[src/odc_pkg.sv]
package odc_pkg;

    // Field widths
    localparam int ActW     = 2;
    localparam int CountW   = 16;
    localparam int ByteW    = 8;
    localparam int DistW    = 11;
    localparam int TimeW    = 16;
    localparam int LampW    = 4;
    localparam int CfgIdxW  = 3;
    localparam int CfgDataW = 16;

    // Event codes
    localparam logic [ActW-1:0] ACT_TICK    = 2'd0;
    localparam logic [ActW-1:0] ACT_MEASURE = 2'd1;
    localparam logic [ActW-1:0] ACT_BYTE    = 2'd2;

    // Frame bytes and replies
    localparam logic [ByteW-1:0] BYTE_HEAD  = 8'hAA;
    localparam logic [ByteW-1:0] BYTE_TAIL  = 8'h55;
    localparam logic [ByteW-1:0] TX_TRIGGER = 8'hA1;
    localparam logic [ByteW-1:0] TX_ACK     = 8'hCC;
    localparam logic [ByteW-1:0] TX_DONE    = 8'hDD;
    localparam logic [ByteW-1:0] TX_ERROR   = 8'hEE;
    localparam logic [ByteW-1:0] TX_NONE    = 8'h00;
    localparam logic [ByteW-1:0] CLASS_MIN  = 8'h01;
    localparam logic [ByteW-1:0] CLASS_MAX  = 8'h04;

    // Distance conversion: count / 54 == (count >> 1) / 27, done by reciprocal
    localparam logic [DistW-1:0] DIST_NO_ECHO = 11'd999;
    localparam logic [15:0]      DIV_RECIP    = 16'd38837;
    localparam int               DIV_SHIFT    = 20;

    // Register indexes
    localparam logic [CfgIdxW-1:0] CFG_THRESHOLD = 3'd0;
    localparam logic [CfgIdxW-1:0] CFG_HEAD_TO   = 3'd1;
    localparam logic [CfgIdxW-1:0] CFG_BYTE_TO   = 3'd2;
    localparam logic [CfgIdxW-1:0] CFG_SHOW      = 3'd3;
    localparam logic [CfgIdxW-1:0] CFG_HOLDOFF   = 3'd4;
    localparam logic [CfgIdxW-1:0] CFG_BLINK     = 3'd5;

    // Register reset values
    localparam logic [DistW-1:0] RST_THRESHOLD = 11'd15;
    localparam logic [TimeW-1:0] RST_HEAD_TO   = 16'd30000;
    localparam logic [TimeW-1:0] RST_BYTE_TO   = 16'd1000;
    localparam logic [TimeW-1:0] RST_SHOW      = 16'd1500;
    localparam logic [TimeW-1:0] RST_HOLDOFF   = 16'd2550;
    localparam logic [TimeW-1:0] RST_BLINK     = 16'd350;

endpackage

[src/odc_ifs.sv]
interface odc_item_if
    import odc_pkg::*;
    ();
    logic              valid;
    logic              ready;
    logic [ActW-1:0]   action;
    logic [CountW-1:0] echo_count;
    logic              echo_timeout;
    logic [ByteW-1:0]  rx_byte;

    modport source (output valid, action, echo_count, echo_timeout, rx_byte, input ready);
    modport sink   (input valid, action, echo_count, echo_timeout, rx_byte, output ready);
endinterface

interface odc_res_if
    import odc_pkg::*;
    ();
    logic             valid;
    logic             ready;
    logic             tx_valid;
    logic [ByteW-1:0] tx_byte;
    logic [LampW-1:0] class_leds;
    logic             detect_led;
    logic             measure_request;
    logic [DistW-1:0] distance_cm;

    modport source (output valid, tx_valid, tx_byte, class_leds, detect_led,
                    measure_request, distance_cm, input ready);
    modport sink   (input valid, tx_valid, tx_byte, class_leds, detect_led,
                    measure_request, distance_cm, output ready);
endinterface

interface odc_cfg_if
    import odc_pkg::*;
    ();
    logic                valid;
    logic                ready;
    logic [CfgIdxW-1:0]  index;
    logic [CfgDataW-1:0] data;

    modport source (output valid, index, data, input ready);
    modport sink   (input valid, index, data, output ready);
endinterface

[src/odc_dist.sv]
module odc_dist
    import odc_pkg::*;
(
    input  logic [CountW-1:0] echo_count,
    input  logic              echo_timeout,
    output logic [DistW-1:0]  distance_cm
);

    logic [CountW-2:0] half;
    logic [30:0]       prod;

    // Halve, then multiply by the reciprocal of 27; exact over the full count range
    assign half = echo_count[CountW-1:1];
    assign prod = 31'(half) * 31'(DIV_RECIP);

    assign distance_cm = echo_timeout ? DIST_NO_ECHO : prod[DIV_SHIFT +: DistW];

endmodule

[src/object_detect_classify_handshake.sv]
// Path: an item is held in the input register, then registered into the result register.
// Throughput: one item per cycle unless a result stalls; phase and timer update in a single pass.
// Stalls: the input register takes a new item when empty or when its held item advances.
// Reset: rst_n asynchronous, active low; phase returns to measure, lamps off, timer,
// class code and distance cleared, registers back to their default values.
module object_detect_classify_handshake
    import odc_pkg::*;
(
    input  logic       clk,
    input  logic       rst_n,
    odc_item_if.sink   meas,
    odc_res_if.source  result,
    odc_cfg_if.sink    cfg
);

    typedef enum logic [2:0] {
        PH_MEASURE,
        PH_HEAD,
        PH_CLASS,
        PH_TAIL,
        PH_SHOW,
        PH_HOLD,
        PH_BLINK
    } phase_t;

    // Configuration registers
    logic [DistW-1:0] threshold_reg;
    logic [TimeW-1:0] head_to_reg;
    logic [TimeW-1:0] byte_to_reg;
    logic [TimeW-1:0] show_reg;
    logic [TimeW-1:0] holdoff_reg;
    logic [TimeW-1:0] blink_reg;

    // Input register
    logic              in_valid_reg;
    logic [ActW-1:0]   action_reg;
    logic [CountW-1:0] echo_count_reg;
    logic              echo_timeout_reg;
    logic [ByteW-1:0]  rx_byte_reg;

    // Controller state
    phase_t           phase_reg, phase_next;
    logic [TimeW-1:0] timer_reg, timer_next;
    logic [ByteW-1:0] class_code_reg, class_code_next;
    logic             lamp_detect_reg, lamp_detect_next;
    logic [LampW-1:0] lamp_class_reg, lamp_class_next;
    logic [DistW-1:0] dist_reg, dist_next;

    // Result register
    logic             out_valid_reg;
    logic             tx_valid_reg;
    logic [ByteW-1:0] tx_byte_reg;

    logic             advance;
    logic             send;
    logic [ByteW-1:0] tx;
    logic [TimeW-1:0] timer_inc;
    logic [TimeW-1:0] limit;
    logic [TimeW-1:0] limit_eff;
    logic             expired;
    logic [DistW-1:0] meas_dist;
    logic [1:0]       class_idx;
    logic             class_ok;

    // Configuration writes are always taken
    assign cfg.ready = 1'b1;

    always_ff @(posedge clk or negedge rst_n)
    begin
        if (!rst_n)
        begin
            threshold_reg <= RST_THRESHOLD;
            head_to_reg   <= RST_HEAD_TO;
            byte_to_reg   <= RST_BYTE_TO;
            show_reg      <= RST_SHOW;
            holdoff_reg   <= RST_HOLDOFF;
            blink_reg     <= RST_BLINK;
        end
        else if (cfg.valid)
        begin
            unique case (cfg.index)
                CFG_THRESHOLD: threshold_reg <= cfg.data[DistW-1:0];
                CFG_HEAD_TO:   head_to_reg   <= cfg.data;
                CFG_BYTE_TO:   byte_to_reg   <= cfg.data;
                CFG_SHOW:      show_reg      <= cfg.data;
                CFG_HOLDOFF:   holdoff_reg   <= cfg.data;
                CFG_BLINK:     blink_reg     <= cfg.data;
                default:       ;
            endcase
        end
    end

    // Advance the held item when the result register is free or being drained
    assign advance    = in_valid_reg && (!out_valid_reg || result.ready);
    assign meas.ready = !in_valid_reg || advance;

    always_ff @(posedge clk or negedge rst_n)
    begin
        if (!rst_n)
            in_valid_reg <= 1'b0;
        else if (meas.ready)
            in_valid_reg <= meas.valid;
    end

    // Hold the input payload on each transfer
    always_ff @(posedge clk)
    begin
        if (meas.valid && meas.ready)
        begin
            action_reg       <= meas.action;
            echo_count_reg   <= meas.echo_count;
            echo_timeout_reg <= meas.echo_timeout;
            rx_byte_reg      <= meas.rx_byte;
        end
    end

    odc_dist u_dist (
        .echo_count   (echo_count_reg),
        .echo_timeout (echo_timeout_reg),
        .distance_cm  (meas_dist)
    );

    // Pick the time limit of the current wait; a zero limit acts as one
    always_comb
    begin
        unique case (phase_reg) inside
            PH_HEAD:           limit = head_to_reg;
            PH_CLASS, PH_TAIL: limit = byte_to_reg;
            PH_SHOW:           limit = show_reg;
            PH_HOLD:           limit = holdoff_reg;
            PH_BLINK:          limit = blink_reg;
            default:           limit = '0;
        endcase
    end

    assign limit_eff = (limit == '0) ? TimeW'(1) : limit;
    assign timer_inc = timer_reg + TimeW'(1);
    assign expired   = (timer_inc >= limit_eff);
    assign class_idx = 2'(class_code_reg - CLASS_MIN);
    assign class_ok  = (class_code_reg >= CLASS_MIN) && (class_code_reg <= CLASS_MAX);

    // Next state and reply byte for the held event
    always_comb
    begin
        phase_next       = phase_reg;
        timer_next       = timer_reg;
        class_code_next  = class_code_reg;
        lamp_detect_next = lamp_detect_reg;
        lamp_class_next  = lamp_class_reg;
        dist_next        = dist_reg;
        send             = 1'b0;
        tx               = TX_NONE;

        case (action_reg)
            ACT_TICK:
            begin
                unique case (phase_reg) inside
                    PH_HEAD, PH_CLASS, PH_TAIL:
                    begin
                        timer_next = timer_inc;
                        if (expired)
                        begin
                            lamp_detect_next = 1'b0;
                            phase_next       = PH_HOLD;
                            timer_next       = '0;
                            send             = 1'b1;
                            tx               = TX_ERROR;
                        end
                    end
                    PH_SHOW:
                    begin
                        timer_next = timer_inc;
                        if (expired)
                        begin
                            lamp_class_next  = '0;
                            lamp_detect_next = 1'b0;
                            phase_next       = PH_HOLD;
                            timer_next       = '0;
                            send             = 1'b1;
                            tx               = TX_DONE;
                        end
                    end
                    PH_HOLD, PH_BLINK:
                    begin
                        timer_next = timer_inc;
                        if (expired)
                        begin
                            phase_next = PH_MEASURE;
                            timer_next = '0;
                        end
                    end
                    default: ;
                endcase
            end
            ACT_MEASURE:
            begin
                if (phase_reg == PH_MEASURE)
                begin
                    dist_next  = meas_dist;
                    timer_next = '0;
                    if (meas_dist <= threshold_reg)
                    begin
                        lamp_detect_next = 1'b1;
                        phase_next       = PH_HEAD;
                        send             = 1'b1;
                        tx               = TX_TRIGGER;
                    end
                    else
                    begin
                        lamp_detect_next = !lamp_detect_reg;
                        phase_next       = PH_BLINK;
                    end
                end
            end
            ACT_BYTE:
            begin
                unique case (phase_reg) inside
                    PH_HEAD:
                    begin
                        timer_next = '0;
                        if (rx_byte_reg == BYTE_HEAD)
                            phase_next = PH_CLASS;
                        else
                        begin
                            lamp_detect_next = 1'b0;
                            phase_next       = PH_HOLD;
                            send             = 1'b1;
                            tx               = TX_ERROR;
                        end
                    end
                    PH_CLASS:
                    begin
                        class_code_next = rx_byte_reg;
                        phase_next      = PH_TAIL;
                        timer_next      = '0;
                    end
                    PH_TAIL:
                    begin
                        timer_next = '0;
                        send       = 1'b1;
                        if ((rx_byte_reg == BYTE_TAIL) && class_ok)
                        begin
                            lamp_class_next = LampW'(1) << class_idx;
                            phase_next      = PH_SHOW;
                            tx              = TX_ACK;
                        end
                        else
                        begin
                            lamp_detect_next = 1'b0;
                            phase_next       = PH_HOLD;
                            tx               = TX_ERROR;
                        end
                    end
                    default: ;
                endcase
            end
            default: ;
        endcase
    end

    // Hold controller state and the result register
    always_ff @(posedge clk or negedge rst_n)
    begin
        if (!rst_n)
        begin
            phase_reg       <= PH_MEASURE;
            timer_reg       <= '0;
            class_code_reg  <= '0;
            lamp_detect_reg <= 1'b0;
            lamp_class_reg  <= '0;
            dist_reg        <= '0;
            out_valid_reg   <= 1'b0;
            tx_valid_reg    <= 1'b0;
            tx_byte_reg     <= TX_NONE;
        end
        else
        begin
            if (advance)
            begin
                phase_reg       <= phase_next;
                timer_reg       <= timer_next;
                class_code_reg  <= class_code_next;
                lamp_detect_reg <= lamp_detect_next;
                lamp_class_reg  <= lamp_class_next;
                dist_reg        <= dist_next;
                out_valid_reg   <= 1'b1;
                tx_valid_reg    <= send;
                tx_byte_reg     <= tx;
            end
            else if (result.ready)
                out_valid_reg <= 1'b0;
        end
    end

    // The result shows the state left by the item that produced it
    assign result.valid           = out_valid_reg;
    assign result.tx_valid        = tx_valid_reg;
    assign result.tx_byte         = tx_byte_reg;
    assign result.class_leds      = lamp_class_reg;
    assign result.detect_led      = lamp_detect_reg;
    assign result.measure_request = (phase_reg == PH_MEASURE);
    assign result.distance_cm     = dist_reg;

endmodule

[src/flat_wrapper.sv]
// flat-port wrapper written by rule: the top's interface ports become plain ports
module object_detect_classify_handshake_flat import odc_pkg::*;
  (clk, rst_n, meas_valid, meas_action, meas_echo_count, meas_echo_timeout, meas_rx_byte, meas_ready, result_valid, result_tx_valid, result_tx_byte, result_class_leds, result_detect_led, result_measure_request, result_distance_cm, result_ready, cfg_valid, cfg_index, cfg_data, cfg_ready);
  odc_item_if meas_i ();
  odc_res_if result_i ();
  odc_cfg_if cfg_i ();
  input  logic clk;
  input  logic rst_n;
  input wire logic [$bits(meas_i.valid)-1:0] meas_valid;
  input wire logic [$bits(meas_i.action)-1:0] meas_action;
  input wire logic [$bits(meas_i.echo_count)-1:0] meas_echo_count;
  input wire logic [$bits(meas_i.echo_timeout)-1:0] meas_echo_timeout;
  input wire logic [$bits(meas_i.rx_byte)-1:0] meas_rx_byte;
  output wire logic [$bits(meas_i.ready)-1:0] meas_ready;
  output wire logic [$bits(result_i.valid)-1:0] result_valid;
  output wire logic [$bits(result_i.tx_valid)-1:0] result_tx_valid;
  output wire logic [$bits(result_i.tx_byte)-1:0] result_tx_byte;
  output wire logic [$bits(result_i.class_leds)-1:0] result_class_leds;
  output wire logic [$bits(result_i.detect_led)-1:0] result_detect_led;
  output wire logic [$bits(result_i.measure_request)-1:0] result_measure_request;
  output wire logic [$bits(result_i.distance_cm)-1:0] result_distance_cm;
  input wire logic [$bits(result_i.ready)-1:0] result_ready;
  input wire logic [$bits(cfg_i.valid)-1:0] cfg_valid;
  input wire logic [$bits(cfg_i.index)-1:0] cfg_index;
  input wire logic [$bits(cfg_i.data)-1:0] cfg_data;
  output wire logic [$bits(cfg_i.ready)-1:0] cfg_ready;
  assign meas_i.valid = meas_valid;
  assign meas_i.action = meas_action;
  assign meas_i.echo_count = meas_echo_count;
  assign meas_i.echo_timeout = meas_echo_timeout;
  assign meas_i.rx_byte = meas_rx_byte;
  assign meas_ready = meas_i.ready;
  assign result_valid = result_i.valid;
  assign result_tx_valid = result_i.tx_valid;
  assign result_tx_byte = result_i.tx_byte;
  assign result_class_leds = result_i.class_leds;
  assign result_detect_led = result_i.detect_led;
  assign result_measure_request = result_i.measure_request;
  assign result_distance_cm = result_i.distance_cm;
  assign result_i.ready = result_ready;
  assign cfg_i.valid = cfg_valid;
  assign cfg_i.index = cfg_index;
  assign cfg_i.data = cfg_data;
  assign cfg_ready = cfg_i.ready;
  object_detect_classify_handshake u_core (.clk(clk), .rst_n(rst_n), .meas(meas_i), .result(result_i), .cfg(cfg_i));
endmodule
[config.mk]
export PLATFORM = sky130hd
export DESIGN_NAME = object_detect_classify_handshake_flat
export DESIGN_NICKNAME = d
export VERILOG_FILES = /design/src/odc_pkg.sv /design/src/odc_ifs.sv /design/src/odc_dist.sv /design/src/object_detect_classify_handshake.sv /design/src/flat_wrapper.sv
export SDC_FILE = /design/constraint.sdc
export NUM_CORES = 1
export LEC_CHECK = 0
export ABC_AREA = 1
export BUFFER_PORTS_ARGS = -buffer_cell sky130_fd_sc_hd__buf_2
export CAP_MARGIN = 20
export CORE_MARGIN = 2
export CORE_UTILIZATION = 41
export CTS_CLUSTER_DIAMETER = 40
export DETAILED_ROUTE_END_ITERATION = 16
export HOLD_SLACK_MARGIN = 0.1
export PLACE_DENSITY = 0.68
export SETUP_SLACK_MARGIN = 0.02
export SLEW_MARGIN = 20
export SYNTH_ARGS = -nofsm -noshare
export SYNTH_HDL_FRONTEND = slang
export SYNTH_SLANG_ARGS = --single-unit
export TNS_END_PERCENT = 1
[constraint.sdc]
create_clock -name clk -period 7.4 [get_ports clk]
set_input_delay 1.11 -clock clk [delete_from_list [all_inputs] [get_ports clk]]
set_output_delay 1.11 -clock clk [all_outputs]
set_load 0.02 [all_outputs]
# [Word-level counts from Yosys, hierarchy flattened]
# Cells that the tools add are included.
[word_totals] mem_count=0 latchBits=0 mem_bits_rw=0 romBits=0 out_inout_bits=29 regBits=172 input_bits=51
[classes] shift=1 mux=48 n_reduce_logical=33 magnitude_cmp=4 multipliers=1 addsub=2 div_mod_pow=0 n_bitwise=0 n_eq_ne=30
[op_table] op="16-bit 2-to-1 mux" count=5
[op_table] op="16-bit one-hot mux with 5 select lines" count=1
[op_table] op="16-bit one-hot mux with 3 select lines" count=1
[op_table] op="8-bit 2-to-1 mux" count=5
[op_table] op="8-bit one-hot mux with 2 select lines" count=2
[op_table] op="15-bit by 16-bit multiplier with 31-bit output, second input constant" count=1
[op_table] op="8-bit one-hot mux with 3 select lines" count=1
[op_table] op="3-bit one-hot mux with 3 select lines" count=2
[op_table] op="16-bit by 1-bit adder with 16-bit output, second input constant" count=1
[op_table] op="16-bit >= comparator" count=1
[op_table] op="16-bit zero test" count=1
[op_table] op="4-bit 2-to-1 mux" count=4
[op_table] op="3-bit equality test, second input constant" count=5
[op_table] op="3-bit 2-to-1 mux" count=5
[op_table] op="1-bit 2-to-1 mux" count=14
[op_table] op="3-bit by 2-bit equality test with 1-bit output, second input constant" count=4
[op_table] op="2-bit AND reduction" count=6
[op_table] op="11-bit <= comparator" count=1
[op_table] op="11-bit 2-to-1 mux" count=1
[op_table] op="3-bit by 2-bit != test with 1-bit output, second input constant" count=3
[op_table] op="8-bit by 7-bit equality test with 1-bit output, second input constant" count=1
[op_table] op="8-bit equality test, second input constant" count=1
[op_table] op="8-bit by 1-bit >= comparator with 1-bit output, second input constant" count=1
[op_table] op="8-bit by 3-bit <= comparator with 1-bit output, second input constant" count=1
[op_table] op="other kinds (31)" count=51

# [Longest topological paths before layout]
[depth] word_depth=9 depth_mapped=38 mapped_depth_nobuf=38

# [By module]
# Synthesis repeated with hierarchy kept, for this count alone.
[unflattened] hier_cells=1651 area_unflattened_um2=13381.6
[modules_own_cells] mod="object_detect_classify_handshake" area_each_um2=8354.3 seq_area_each_um2=4436.8 cells_per_inst=989 instances=1
[modules_own_cells] mod="odc_dist" area_each_um2=5027.3 seq_area_each_um2=0.0 cells_per_inst=662 instances=1

# [Least setup slack after synthesis]
# No wires, ideal clock.
[synth_timing] path_type="reg2reg" from="reg u_core.echo_count_reg[1]" to="reg u_core.tx_byte_reg[5] (netlist: u_core.result.tx_byte[5])" synth_period_minus_slack_ns=5.873 path_slack_ns=1.527 arrival_time_ns=5.752 t_required_ns=7.279 path_stages_with_launch=34 n_path_buf=0 cell_sequence="edfxtp_1 -> fa_1 -> inv_1 -> fa_1 -> inv_1 -> fa_1 -> inv_1 -> fa_1 -> inv_1 -> fa_1 -> inv_1 -> fa_1 -> inv_1 -> ha_1 -> nand2_1 -> nor2_1 -> nand3_1 -> nand3b_1 -> nand2_1 -> nand2_1 -> nand2_1 -> nand2_1 -> nor2_1 -> ha_1 -> nand2_1 -> inv_1 -> nand2_1 -> nor2_1 -> nand2_1 -> nand3_1 -> nand2_1 -> nand3_1 -> a21boi_0 -> nand2_1"
[synth_via] elab_chain_len=6
[synth_lines] element="from (decl)" line="object_detect_classify_handshake.sv:37" text="logic [CountW-1:0] echo_count_reg;"
[synth_lines] element="from (signal assigned)" line="object_detect_classify_handshake.sv:111" text="echo_count_reg <= meas.echo_count;"
[synth_lines] element="15-bit by 16-bit multiplier with 31-bit output" line="odc_dist.sv:14" text="assign prod = 31'(half) * 31'(DIV_RECIP);"
[synth_lines] element="11-bit 2-to-1 mux" line="odc_dist.sv:16" text="assign distance_cm = echo_timeout ? DIST_NO_ECHO : prod[DIV_SHIFT +: DistW];"
[synth_lines] element="named net u_core.meas_dist[10]" line="object_detect_classify_handshake.sv:61" text="logic [DistW-1:0] meas_dist;"
[synth_lines] element="11-bit <= comparator" line="object_detect_classify_handshake.sv:201" text="if (meas_dist <= threshold_reg)"
[synth_lines] element="8-bit 2-to-1 mux" line="object_detect_classify_handshake.sv:201"
[synth_lines] element="8-bit 2-to-1 mux" line="object_detect_classify_handshake.sv:197" text="if (phase_reg == PH_MEASURE)"
[synth_lines] element="8-bit one-hot mux with 3 select lines" line="object_detect_classify_handshake.sv:154" text="case (action_reg)"
[synth_lines] element="to (signal assigned)" line="object_detect_classify_handshake.sv:288" text="tx_byte_reg <= tx;"
[synth_lines] element="to (decl)" line="object_detect_classify_handshake.sv:52" text="logic [ByteW-1:0] tx_byte_reg;"
# The timed path passes the listed nets, and every way through them passes these cells.
# A chain may end at the register's enable or synchronous reset.

# [Final worst setup path]
[layout_timing] from="reg u_core.echo_count_reg[6]" to="reg u_core.tx_byte_reg[5] (netlist: u_core.result.tx_byte[5])"
# The elaborated chain is that of the path after synthesis.

==> flow_summary.ini <==
[setup_path]
crit_path_max_incr_delay_ns = 0.59
end_kind = register
start_kind = register
arrival_ns = 7.04
crit_slowest_cell = edfxtp_1
cp.required_ns = 7.73
timing.critical_path.mode_cell = nand2_1
crit_type = reg -> reg
worstPathMaxFanout = 7

[clock_tree]
ctsHoldBuffers = 0
clk_pin_slew_ns = 0.07
clockRootBuffer = clkbuf_16
ctsResizeCount = 0
cts_htree_levels = 4
clkLatencyLatePin_ns = 0.45
cts_tree = built
numCtsBuffers = 17
clkSinkCount = 169
clockBufferDepth = 2
cts_setup_buffers = 0

[yosys]
synth_flop_cell = dfrtp_1
async_flop_share_pct = 84.6
ys_types = 41
synth_top_area_share_pct = 19.7
yosys_warnings = 0
synth_area_leader_cell = dfrtp_1
synth_cells = 1660
syn_avg_cell_area_um2 = 8.02
ys_seq_area_share_pct = 33.1
synth_nets = 1941
synth-edff-count = 26
syn_area_um2 = 13300
netlist_top_cells_area = dfrtp_1, nand2_1, ha_1
synth_seq_cells = 169

[sta]
period_minus_slack_ns = 6.71
relSlewSlack_pct = 30.7
final.period_utilization_pct = 90.6
finClkSkew_ns = 0.0196
rsz0062_at_grt = no
fmax_ghz = 0.149
maxSlewViolCount = 0
worst-slew-pin-transition_ns = 1.04
hold_violations = 0
setup_viol = 0
fin_tns_setup_ns = 0

[routing]
dr.pass1.iters = 5
route.detailed.drc = 0
avgRoutedWirePerCell_um = 14.3
ant_nets = 0
first_iter_violations = 658
viasPerCell = 4.79
finalWirelength_um = 31000
dr_total_vias = 10433

[final_layout]
antenna_cells = 0
fill_cells = 3159
mostFrequentLayoutCells = nand2_1, inv_1, ha_1
area_growth_pct = 10.7
post-route-util_pct = 46.3
final_nets = 2010
final_common_cell = nand2_1
stdcell_area_um2 = 14700
final_layout_size_suffix_gt1_share_pct = 9.93

[die]
start_util_pct = 41.9
die-area_um2 = 33900
ios = 80
row_count = 65
die_width_um = 184
dieHeight_um = 184
core_area_um2 = 31800

[place]
post_dp_cell_area_um2 = 14100
port_buffers = 77
hpwl_um = 23600
gp_congestion = 0.876

[global_route]
track_usage_pct = 19.3
grt-ovfl-total = 0
antenna_found_initial = 1
grt_pass1_vias = 10294
grt_first_pass_wirelength_um = 51400
grt_max_degree = 89

[status]
status = finished clean

[run]
drv_cap = 0

[hold_path]
hp-class = reg -> reg
logic make-up after synthesis:
group	after synthesis	synth area share [%]
other	1	0.0282
multiplexers	2	0.169
flip-flops	169	33.1
AND/OR/NAND/NOR	722	22.3
buffers and inverters	338	9.86
AO/OA/AOI/OAI	174	6.95
adder cells (fa/ha/maj)	230	26.0
XOR/XNOR	24	1.58
stage by stage:
stage | hold WS, ns | std cells | worst slack, ns
global route | 0.500 | 2177 | 0.273
finish | 0.476 | 2177 | 0.692
CTS | 0.480 | 2176 | 0.685
global placement | 0.463 | 2144 | 0.794
floorplan | 0.453 | 1660 | 1.53
detailed placement | 0.461 | 2144 | 0.710
worst paths after layout:
check | from | endpoint | slack, ns | cells after the start
hold reg to reg | u_core.result.tx_byte[1] | u_core.result.tx_byte[1] | 0.48 | 2
setup reg to reg | u_core.echo_count_reg[6] | u_core.result.tx_byte[5] | 0.69 | 33
hold / removal | u_core.result.tx_byte[1] | u_core.result.tx_byte[1] | 0.48 | 2
setup / recovery | u_core.echo_count_reg[6] | u_core.result.tx_byte[5] | 0.69 | 33
max in group asynchronous | rst_n | u_core.result.distance_cm[8] | 5.62 | 2
min in group asynchronous | rst_n | u_core.byte_to_reg[13] | 0.61 | 1
worst max-delay path: cells and delay by family, from the launching register on:
family | cells | cell delay (ns)
AO/OA/AOI/OAI | 1 | 0.18
adder cells (fa/ha/maj) | 8 | 3.66
buffers and inverters | 7 | 0.43
flip-flops | 1 | 0.59
AND/OR/NAND/NOR | 17 | 1.73
area by class of cell:
cell class                      instances  area, µm²  share of cell area (%)
Clock buffer                           19        454                    3.08
Timing Repair Buffer                   83        448                    3.04
Tap cell                              435        544                    3.69
Inverter                              305       1150                    7.79
Multi-Input combinational cell       1153       7600                    51.6
Sequential cell                       169       4410                    29.9
Clock inverter                         13        138                   0.934
routing by layer:
layer  up-vias  global-route usage, %  wire (µm)
li1       5304                      -          -
met1      4906                   26.2      14600
met2       189                   31.7      14600
met3        32                   2.96       1180
met4         2                   6.21        577
met5         -                      0         13
synthesized netlist by cell type, types with 15 or more instances:
| library cell | number |
|---|---|
| a21oi_1 | 31 |
| clkbuf_1 | 22 |
| dfrtp_1 | 105 |
| dfstp_2 | 38 |
| edfxtp_1 | 26 |
| fa_1 | 78 |
| ha_1 | 152 |
| inv_1 | 300 |
| nand2_1 | 523 |
| nand3_1 | 60 |
| nand4_1 | 28 |
| nor2_1 | 78 |
| nor3_1 | 15 |
| o21ai_0 | 109 |
| xor2_1 | 18 |
Power is left out: the tool's default activity adds up to more than one toggle a clock period on the data nets, which glitch-free logic cannot reach.
